## src/design/assert_macros.svh

```systemverilog
// assertion helpers for the rtl files
`ifndef ASSERT_MACROS_SVH
`define ASSERT_MACROS_SVH

`ifndef ASSERT_OFF

// same-cycle implication, checked outside reset
`define ASSERT_IMPL(name, clk, rst_n, ante, cons) \
    name: assert property (@(posedge clk) disable iff (!rst_n) (ante) |-> (cons)) \
        else $error("assertion failed");

// next-cycle implication, checked outside reset
`define ASSERT_NEXT(name, clk, rst_n, ante, cons) \
    name: assert property (@(posedge clk) disable iff (!rst_n) (ante) |=> (cons)) \
        else $error("assertion failed");

`else

`define ASSERT_IMPL(name, clk, rst_n, ante, cons)
`define ASSERT_NEXT(name, clk, rst_n, ante, cons)

`endif

`endif

```

## src/design/tsil_pkg.sv

```systemverilog
`timescale 1ns / 1ps
`default_nettype none

package tsil_pkg;

    localparam logic [4:0] MAX_INSN_BYTES = 5'd15;

    localparam logic [7:0] OPC_OPSIZE   = 8'h66;
    localparam logic [7:0] OPC_ADDRSIZE = 8'h67;
    localparam logic [7:0] OPC_INT3     = 8'hCC;
    localparam logic [7:0] OPC_INTN     = 8'hCD;
    localparam logic [7:0] OPC_INTO     = 8'hCE;
    localparam logic [7:0] OPC_IRET     = 8'hCF;
    localparam logic [7:0] OPC_JMPF     = 8'hEA;
    localparam logic [7:0] OPC_CALLF    = 8'h9A;
    localparam logic [7:0] OPC_GRP5     = 8'hFF;
    localparam logic [7:0] OPC_SEG_ES   = 8'h26;
    localparam logic [7:0] OPC_SEG_CS   = 8'h2E;
    localparam logic [7:0] OPC_SEG_SS   = 8'h36;
    localparam logic [7:0] OPC_SEG_DS   = 8'h3E;
    localparam logic [7:0] OPC_SEG_FS   = 8'h64;
    localparam logic [7:0] OPC_SEG_GS   = 8'h65;
    localparam logic [7:0] OPC_REPNE    = 8'hF2;
    localparam logic [7:0] OPC_REP      = 8'hF3;

    localparam logic [1:0] MOD_NODISP = 2'd0;
    localparam logic [1:0] MOD_DISP32 = 2'd2;
    localparam logic [1:0] MOD_REG    = 2'd3;
    localparam logic [2:0] RM_SIB     = 3'd4;
    localparam logic [2:0] RM_DISP32  = 3'd5;
    localparam logic [2:0] RM_DISP16  = 3'd6;
    localparam logic [2:0] BASE_NONE  = 3'd5;

    localparam logic CFG_DEFAULT_32BIT = 1'b0;
    localparam logic CFG_LONG_MODE     = 1'b1;

    typedef enum logic [1:0] {
        PH_IDLE  = 2'd0,
        PH_OPC   = 2'd1,
        PH_MODRM = 2'd2,
        PH_SIB   = 2'd3
    } phase_t;

    typedef enum logic [2:0] {
        ST_OK        = 3'd0,
        ST_UNSUP     = 3'd1,
        ST_REG_OPND  = 3'd2,
        ST_LONG_MODE = 3'd3,
        ST_TOO_LONG  = 3'd4
    } status_t;

    typedef struct packed {
        logic [7:0] code_byte;
        logic       first_byte;
    } tsil_in_t;

    typedef struct packed {
        logic [3:0] insn_length;
        logic [2:0] status;
    } tsil_out_t;

    typedef struct packed {
        phase_t     phase;
        logic       opsize_seen;
        logic       addrsize_seen;
        logic [3:0] bytes_taken;
    } tsil_state_t;

    function automatic tsil_out_t finish_word(input logic [4:0] total);
        tsil_out_t w;
        if (total > MAX_INSN_BYTES)
        begin
            w.insn_length = 4'd0;
            w.status      = ST_TOO_LONG;
        end
        else
        begin
            w.insn_length = total[3:0];
            w.status      = ST_OK;
        end
        return w;
    endfunction

    function automatic tsil_out_t error_word(input status_t st);
        tsil_out_t w;
        w.insn_length = 4'd0;
        w.status      = st;
        return w;
    endfunction

endpackage

`default_nettype wire

```

## src/design/tsil_decode.sv

```systemverilog
`timescale 1ns / 1ps
`default_nettype none

module tsil_decode (
    input  wire tsil_pkg::tsil_state_t cur,
    input  wire tsil_pkg::tsil_in_t    word,
    input  wire                        default_32bit,
    input  wire                        long_mode_active,
    output tsil_pkg::tsil_state_t      nxt,
    output logic                       emit,
    output tsil_pkg::tsil_out_t        result
);

    tsil_pkg::phase_t ph_eff;
    logic [3:0]       bytes_eff;
    logic [4:0]       n;
    logic             op_eff;
    logic             ad_eff;
    logic             long_hit;
    logic             is_prefix;
    logic [7:0]       c;
    logic [1:0]       modrm_mod;
    logic [2:0]       modrm_rm;
    logic             addr16;
    logic [4:0]       mod_ext;

    assign c         = word.code_byte;
    assign long_hit  = word.first_byte && long_mode_active;
    assign ph_eff    = word.first_byte ? (long_mode_active ? tsil_pkg::PH_IDLE : tsil_pkg::PH_OPC)
                                       : cur.phase;
    assign bytes_eff = word.first_byte ? 4'd0 : cur.bytes_taken;
    assign op_eff    = word.first_byte ? 1'b0 : cur.opsize_seen;
    assign ad_eff    = word.first_byte ? 1'b0 : cur.addrsize_seen;
    assign n         = {1'b0, bytes_eff} + 5'd1;
    assign modrm_mod = c[7:6];
    assign modrm_rm  = c[2:0];
    assign mod_ext   = {3'd0, modrm_mod};
    assign addr16    = (default_32bit == ad_eff);

    assign is_prefix = (c == tsil_pkg::OPC_OPSIZE) || (c == tsil_pkg::OPC_ADDRSIZE) ||
                       (c == tsil_pkg::OPC_SEG_ES) || (c == tsil_pkg::OPC_SEG_CS) ||
                       (c == tsil_pkg::OPC_SEG_SS) || (c == tsil_pkg::OPC_SEG_DS) ||
                       (c == tsil_pkg::OPC_SEG_FS) || (c == tsil_pkg::OPC_SEG_GS) ||
                       (c == tsil_pkg::OPC_REPNE)  || (c == tsil_pkg::OPC_REP);

    // result side
    always_comb
    begin
        emit   = 1'b0;
        result = tsil_pkg::error_word(tsil_pkg::ST_OK);
        if (long_hit)
        begin
            emit   = 1'b1;
            result = tsil_pkg::error_word(tsil_pkg::ST_LONG_MODE);
        end
        else
        begin
            case (ph_eff)
                tsil_pkg::PH_OPC:
                begin
                    if (is_prefix || c == tsil_pkg::OPC_GRP5)
                    begin
                        // no room left for the opcode or modrm still to come
                        if (n >= tsil_pkg::MAX_INSN_BYTES)
                        begin
                            emit   = 1'b1;
                            result = tsil_pkg::error_word(tsil_pkg::ST_TOO_LONG);
                        end
                    end
                    else if (c == tsil_pkg::OPC_INT3 || c == tsil_pkg::OPC_INTO ||
                             c == tsil_pkg::OPC_IRET)
                    begin
                        emit   = 1'b1;
                        result = tsil_pkg::finish_word(n);
                    end
                    else if (c == tsil_pkg::OPC_INTN)
                    begin
                        emit   = 1'b1;
                        result = tsil_pkg::finish_word(n + 5'd1);
                    end
                    else if (c == tsil_pkg::OPC_JMPF || c == tsil_pkg::OPC_CALLF)
                    begin
                        emit   = 1'b1;
                        result = tsil_pkg::finish_word(n + ((default_32bit ^ op_eff)
                                                            ? 5'd6 : 5'd4));
                    end
                    else
                    begin
                        emit   = 1'b1;
                        result = tsil_pkg::error_word(tsil_pkg::ST_UNSUP);
                    end
                end
                tsil_pkg::PH_MODRM:
                begin
                    emit = 1'b1;
                    if (modrm_mod == tsil_pkg::MOD_REG)
                        result = tsil_pkg::error_word(tsil_pkg::ST_REG_OPND);
                    else if (addr16)
                        result = tsil_pkg::finish_word(n +
                            ((modrm_mod == tsil_pkg::MOD_NODISP &&
                              modrm_rm == tsil_pkg::RM_DISP16) ? 5'd2 : mod_ext));
                    else if (modrm_rm == tsil_pkg::RM_SIB)
                    begin
                        if (modrm_mod == tsil_pkg::MOD_NODISP)
                        begin
                            // sib byte follows, unless it cannot fit
                            emit = (n >= tsil_pkg::MAX_INSN_BYTES);
                            result = tsil_pkg::error_word(tsil_pkg::ST_TOO_LONG);
                        end
                        else
                            result = tsil_pkg::finish_word(n + 5'd1 +
                                ((modrm_mod == tsil_pkg::MOD_DISP32) ? 5'd4 : mod_ext));
                    end
                    else
                        result = tsil_pkg::finish_word(n +
                            ((modrm_mod == tsil_pkg::MOD_DISP32 ||
                              (modrm_mod == tsil_pkg::MOD_NODISP &&
                               modrm_rm == tsil_pkg::RM_DISP32)) ? 5'd4 : mod_ext));
                end
                tsil_pkg::PH_SIB:
                begin
                    emit   = 1'b1;
                    result = tsil_pkg::finish_word(n +
                        ((c[2:0] == tsil_pkg::BASE_NONE) ? 5'd4 : 5'd0));
                end
                default:
                begin
                    emit = 1'b0;
                end
            endcase
        end
    end

    // state side
    always_comb
    begin
        nxt.opsize_seen   = op_eff;
        nxt.addrsize_seen = ad_eff;
        nxt.bytes_taken   = bytes_eff;
        nxt.phase         = ph_eff;
        if (ph_eff != tsil_pkg::PH_IDLE)
            nxt.bytes_taken = n[3:0];
        if (ph_eff == tsil_pkg::PH_OPC && c == tsil_pkg::OPC_OPSIZE)
            nxt.opsize_seen = 1'b1;
        if (ph_eff == tsil_pkg::PH_OPC && c == tsil_pkg::OPC_ADDRSIZE)
            nxt.addrsize_seen = 1'b1;
        if (emit)
            nxt.phase = tsil_pkg::PH_IDLE;
        else if (ph_eff == tsil_pkg::PH_OPC && c == tsil_pkg::OPC_GRP5)
            nxt.phase = tsil_pkg::PH_MODRM;
        else if (ph_eff == tsil_pkg::PH_MODRM)
            nxt.phase = tsil_pkg::PH_SIB;
    end

endmodule

`default_nettype wire

```

## src/design/task_switch_insn_length.sv

```systemverilog
// instruction length decoder for x86 task-switching instructions
// in channel: one code byte per word, first_byte set on the opening byte of
//   each instruction; a first byte always restarts decoding
// out channel: insn_length and status, one word per decoded instruction, sent
//   as soon as the length or an error is known; bytes after that are dropped
//   until the next first byte
// cfg channel: cfg_index 0 writes default_32bit, 1 writes long_mode_active;
//   always ready, write only while no instruction is in flight
// throughput: one byte per cycle unless the receiver stalls; the decode is a single pass of logic
//   between the input register and the result register
// an accepted byte is held in the input register, and its result then in the result register behind out_valid
// a stalled receiver holds the result register; the input register then
//   fills and in_ready drops until the result is taken
// reset clears both registers' valid bits, the decode state and config
`timescale 1ns / 1ps
`default_nettype none
`include "assert_macros.svh"

module task_switch_insn_length (
    input  wire                 clk,
    input  wire                 rst_n,
    input  wire                 in_valid,
    output logic                in_ready,
    input  wire tsil_pkg::tsil_in_t in_data,
    output logic                out_valid,
    input  wire                 out_ready,
    output tsil_pkg::tsil_out_t out_data,
    input  wire                 cfg_valid,
    output logic                cfg_ready,
    input  wire                 cfg_index,
    input  wire                 cfg_data
);

    logic                  s1_valid_reg;
    logic                  s1_valid_next;
    tsil_pkg::tsil_in_t    s1_data_reg;
    logic                  out_valid_reg;
    logic                  out_valid_next;
    tsil_pkg::tsil_out_t   out_data_reg;
    tsil_pkg::tsil_state_t state_reg;
    tsil_pkg::tsil_state_t state_next;
    logic                  default_32bit_reg;
    logic                  long_mode_reg;
    logic                  advance;
    logic                  dec_emit;
    tsil_pkg::tsil_out_t   dec_result;

    tsil_decode u_decode (
        .cur              (state_reg),
        .word             (s1_data_reg),
        .default_32bit    (default_32bit_reg),
        .long_mode_active (long_mode_reg),
        .nxt              (state_next),
        .emit             (dec_emit),
        .result           (dec_result)
    );

    assign advance   = s1_valid_reg && (!out_valid_reg || out_ready);
    assign in_ready  = !s1_valid_reg || advance;
    assign cfg_ready = 1'b1;
    assign out_valid = out_valid_reg;
    assign out_data  = out_data_reg;

    always_comb
    begin
        s1_valid_next = s1_valid_reg;
        if (in_valid && in_ready)
            s1_valid_next = 1'b1;
        else if (advance)
            s1_valid_next = 1'b0;

        out_valid_next = out_valid_reg;
        if (advance && dec_emit)
            out_valid_next = 1'b1;
        else if (out_ready)
            out_valid_next = 1'b0;
    end

    always_ff @(posedge clk or negedge rst_n)
    begin
        if (!rst_n)
        begin
            s1_valid_reg      <= 1'b0;
            out_valid_reg     <= 1'b0;
            state_reg         <= '{phase: tsil_pkg::PH_IDLE, opsize_seen: 1'b0,
                                   addrsize_seen: 1'b0, bytes_taken: 4'd0};
            default_32bit_reg <= 1'b0;
            long_mode_reg     <= 1'b0;
        end
        else
        begin
            s1_valid_reg  <= s1_valid_next;
            out_valid_reg <= out_valid_next;
            if (advance)
                state_reg <= state_next;
            if (cfg_valid && cfg_ready)
            begin
                if (cfg_index == tsil_pkg::CFG_DEFAULT_32BIT)
                    default_32bit_reg <= cfg_data;
                if (cfg_index == tsil_pkg::CFG_LONG_MODE)
                    long_mode_reg <= cfg_data;
            end
        end
    end

    always_ff @(posedge clk)
    begin
        if (in_valid && in_ready)
            s1_data_reg <= in_data;
        if (advance && dec_emit)
            out_data_reg <= dec_result;
    end

    `ASSERT_IMPL(a_err_len_zero, clk, rst_n,
        out_valid_reg && out_data_reg.status != tsil_pkg::ST_OK,
        out_data_reg.insn_length == 4'd0)
    `ASSERT_IMPL(a_ok_len_nonzero, clk, rst_n,
        out_valid_reg && out_data_reg.status == tsil_pkg::ST_OK,
        out_data_reg.insn_length != 4'd0)
    `ASSERT_NEXT(a_idle_after_result, clk, rst_n,
        advance && dec_emit, state_reg.phase == tsil_pkg::PH_IDLE)
    `ASSERT_IMPL(a_no_overwrite, clk, rst_n,
        out_valid_reg && !out_ready, !advance)

endmodule

`default_nettype wire
```

## config.mk

```make
export PLATFORM = sky130hd
export DESIGN_NAME = task_switch_insn_length
export DESIGN_NICKNAME = d
export VERILOG_FILES = /design/src/design/tsil_pkg.sv /design/src/design/tsil_decode.sv /design/src/design/task_switch_insn_length.sv
export VERILOG_INCLUDE_DIRS = /design/src /design/src/design
export SDC_FILE = /design/constraint.sdc
export NUM_CORES = 1
export LEC_CHECK = 0
export BUFFER_PORTS_ARGS = -buffer_cell sky130_fd_sc_hd__buf_2
export CAP_MARGIN = 20
export CORE_ASPECT_RATIO = 1.2
export CORE_MARGIN = 2
export CORE_UTILIZATION = 25
export DETAILED_ROUTE_END_ITERATION = 7
export GPL_TIMING_DRIVEN = 0
export PLACE_DENSITY = 0.48
export RECOVER_POWER = 50
export SLEW_MARGIN = 25
export SYNTH_ARGS = -nofsm -noshare
export SYNTH_HDL_FRONTEND = slang
export SYNTH_SLANG_ARGS = --single-unit
```

## constraint.sdc

```tcl
create_clock -name clk -period 7.9 [get_ports clk]
set_input_delay 1.58 -clock clk [delete_from_list [all_inputs] [get_ports clk]]
set_output_delay 1.58 -clock clk [all_outputs]
set_load 0.01 [all_outputs]
```

==> flow_summary.json <==
{
  "grt_pass1_wl_mm": 11.0,
  "coreArea_um2": 9610,
  "synth_cells": 273,
  "io_pins": 26,
  "place_inst": 420,
  "cts_buffers": 3,
  "drt_pass1_iterations": 4,
  "grt_max_degree": 16,
  "cp_slowest_cell": "edfxtp_1",
  "gp_congestion": 0.858,
  "grt.overflow.total": 0,
  "synth_most_common_cell": "nand2_1",
  "place_area_um2": 2750,
  "ys.flop_type": "edfxtp_1",
  "ys_ff_latch": 28,
  "route.vias.total": 2153,
  "tightest_slew_ns": 0.685,
  "synth_cell_types": 66,
  "synth_nets": 310,
  "grt_pass1_vias": 2169,
  "drive_gt1_frac": 0.146,
  "drc": 0,
  "async_reset_ff_frac": 0.429,
  "synthDominantCellAreaShare": 0.194,
  "hold_violations": 0,
  "ir_worst_vdd_uv": 84.4,
  "clock_skew_ns": 0.00406,
  "rows": 39,
  "design_area_um2": 2830,
  "num_antenna_cells": 0,
  "arrival_ns": 4.27,
  "drt-wirelength-per-cell_um": 15.7,
  "cts_resized": 0,
  "die_w_um": 94.9,
  "synth_edf_count": 16,
  "setup_tns_ns": 0,
  "synth_common_cells": "nand2_1 (23), ha_1 (18), edfxtp_1 (16)",
  "antenna_found_initial": 0,
  "status": "finished clean",
  "final_cells": 424,
  "drtIter0Drc": 104,
  "drtAntennaViolNets": 0,
  "synth_top_cell_by_area": "edfxtp_1",
  "period_share": 0.538,
  "cp-start-kind": "flip-flop",
  "fillerInstances": 1024,
  "rsz0062_at_grt": "false",
  "drt_wl_total_mm": 6.67,
  "synth.avg_cell_area_um2": 9.08,
  "cts_root_buf": "clkbuf_16",
  "clk_pin_slew_ns": 0.07,
  "netlist_area_um2": 2480,
  "crit_path_cell_trace": "inv_1 -> nand2_1 -> inv_1 -> ha_1 -> buf_2 -> nor3b_1 -> or3_1 -> ha_1 -> ha_1 -> nand2_1 -> nor4_1 -> nor3_1 -> inv_1 -> o21ai_0 -> a2111o_1",
  "required_ns": 7.92,
  "cts_max_path_buffers": 2,
  "power_density_nw_per_um2": 189,
  "largest_reg_flops": 9,
  "clk_latency_ns": 0.27,
  "setup_violations": 0,
  "min_period_ns": 4.25,
  "relSlewSlack": 0.543,
  "synthTopCellsByArea": "edfxtp_1 (19%), dfrtp_1 (12%), ha_1 (9.1%)",
  "portBuffers": 24,
  "cts.sinks": 28,
  "critical_path_class": "reg -> reg",
  "max_cap_violations": 0,
  "hold_path_class": "reg -> reg",
  "viasPerCell": 5.08,
  "path_buf_inv": 4,
  "start_util": 0.258,
  "cts_hold_buf": 0,
  "dp_hpwl_mm": 5.31,
  "p_leak_nw": 1.24,
  "grtUsageTotal": 0.131,
  "yosysSeqAreaShare": 0.315,
  "cts_tree": "yes",
  "syn2layout_area_growth_pct": 14.1,
  "dieArea_um2": 10700,
  "cp_top_family": "simple AND/OR/NAND/NOR gates",
  "fmax_mhz": 235,
  "h-tree-depth": 1,
  "cp_slowest_stage_delay_ns": 0.49,
  "slew_violations": 0,
  "path_max_fanout": 9,
  "cts_setup_buffers": 0,
  "whs_ns": 0.496,
  "fin_nets": 339,
  "yosys_warnings": 0,
  "cp-end-kind": "flip-flop",
  "fp.dieH_um": 113
}
## report_power, final
part / internal (W) / total, W / switching [W]
sequential: 0.000176 / 0.000192 / 0.0000165
clock: 0.0000694 / 0.000122 / 0.0000531
combinational: 0.0000866 / 0.000219 / 0.000132
## worst min-delay path, stage by stage (launching register included)
cell and delay (ns):
dfrtp_1 0.35, nand2_1 0.05, o31ai_1 0.06
## layout make-up
cell class              instances  area (um2)  share of cell area
plain buffers                  12        53.8              0.0190
clock buffers                   4        78.8              0.0279
inverters                      19        73.8              0.0261
multi-input cells             214        1570               0.555
flip-flops and latches         28         781               0.276
well taps                     123         154              0.0544
repair buffers                 24         118              0.0416
## path summary, 6_finish.rpt
| check | startpoint | slack (ns) | endpoint | cells past startpoint |
|---|---|---|---|---|
| hold reg to reg | state_reg[1] | 0.50 | state_reg[1] | 2 |
| hold / removal | state_reg[1] | 0.50 | state_reg[1] | 2 |
| min in group asynchronous | rst_n | 1.32 | state_reg[5] | 1 |
| setup reg to reg | s1_data_reg[0] | 3.65 | out_data[4] | 15 |
| setup / recovery | s1_data_reg[0] | 3.65 | out_data[4] | 15 |
| max in group asynchronous | rst_n | 6.15 | state_reg[1] | 1 |
## metrics by stage
| stage | worst slack, ns | power, W | utilization |
|---|---|---|---|
| 2_1_floorplan | 4.50 | 0.000349 | - |
| 3_3_place_gp | 3.80 | 0.000412 | 0.286 |
| 3_5_place_dp | 3.83 | 0.000414 | 0.286 |
| 4_1_cts | 3.81 | 0.000539 | 0.295 |
| 5_1_grt | 3.32 | 0.000574 | 0.294 |
| 6_report | 3.65 | 0.000534 | 0.294 |
## cell usage in the layout, fill, tap and decap left out, drive strengths merged, types with 4 or more instances in the layout
cell     n
a21o     4
nand3    7
nand4    4
clkbuf  12
a31oi    5
nand2   23
a21oi   15
o211ai   4
nor2    15
o21ai    9
inv     19
ha      18
xnor2   10
edfxtp  16
and3     5
nor3     7
o31ai    4
and2     7
dfrtp   12
o221ai   5
buf     28
or3      5
nor2b    9
nand2b   6
## kinds of logic after synthesis
| family | count (synthesis) | synth area share |
|---|---|---|
| multiplexers | 5 | 0.0232 |
| XOR/XNOR | 13 | 0.0489 |
| flip-flops | 28 | 0.315 |
| AND/OR/NAND/NOR | 104 | 0.230 |
| AO/OA/AOI/OAI | 70 | 0.215 |
| buffers and inverters | 31 | 0.0515 |
| other | 1 | 0.00151 |
| adder cells (fa/ha/maj) | 21 | 0.115 |
## metal layers
| layer | part of all wire | GRT usage | up-vias |
|---|---|---|---|
| met5 | 0 | 0 | - |
| met4 | 0.017 | 0.0377 | 0 |
| met3 | 0.044 | 0.0233 | 13 |
| met2 | 0.48 | 0.216 | 58 |
| met1 | 0.46 | 0.175 | 1011 |
| li1 | - | - | 1071 |
(Power assumes the default switching activity.)
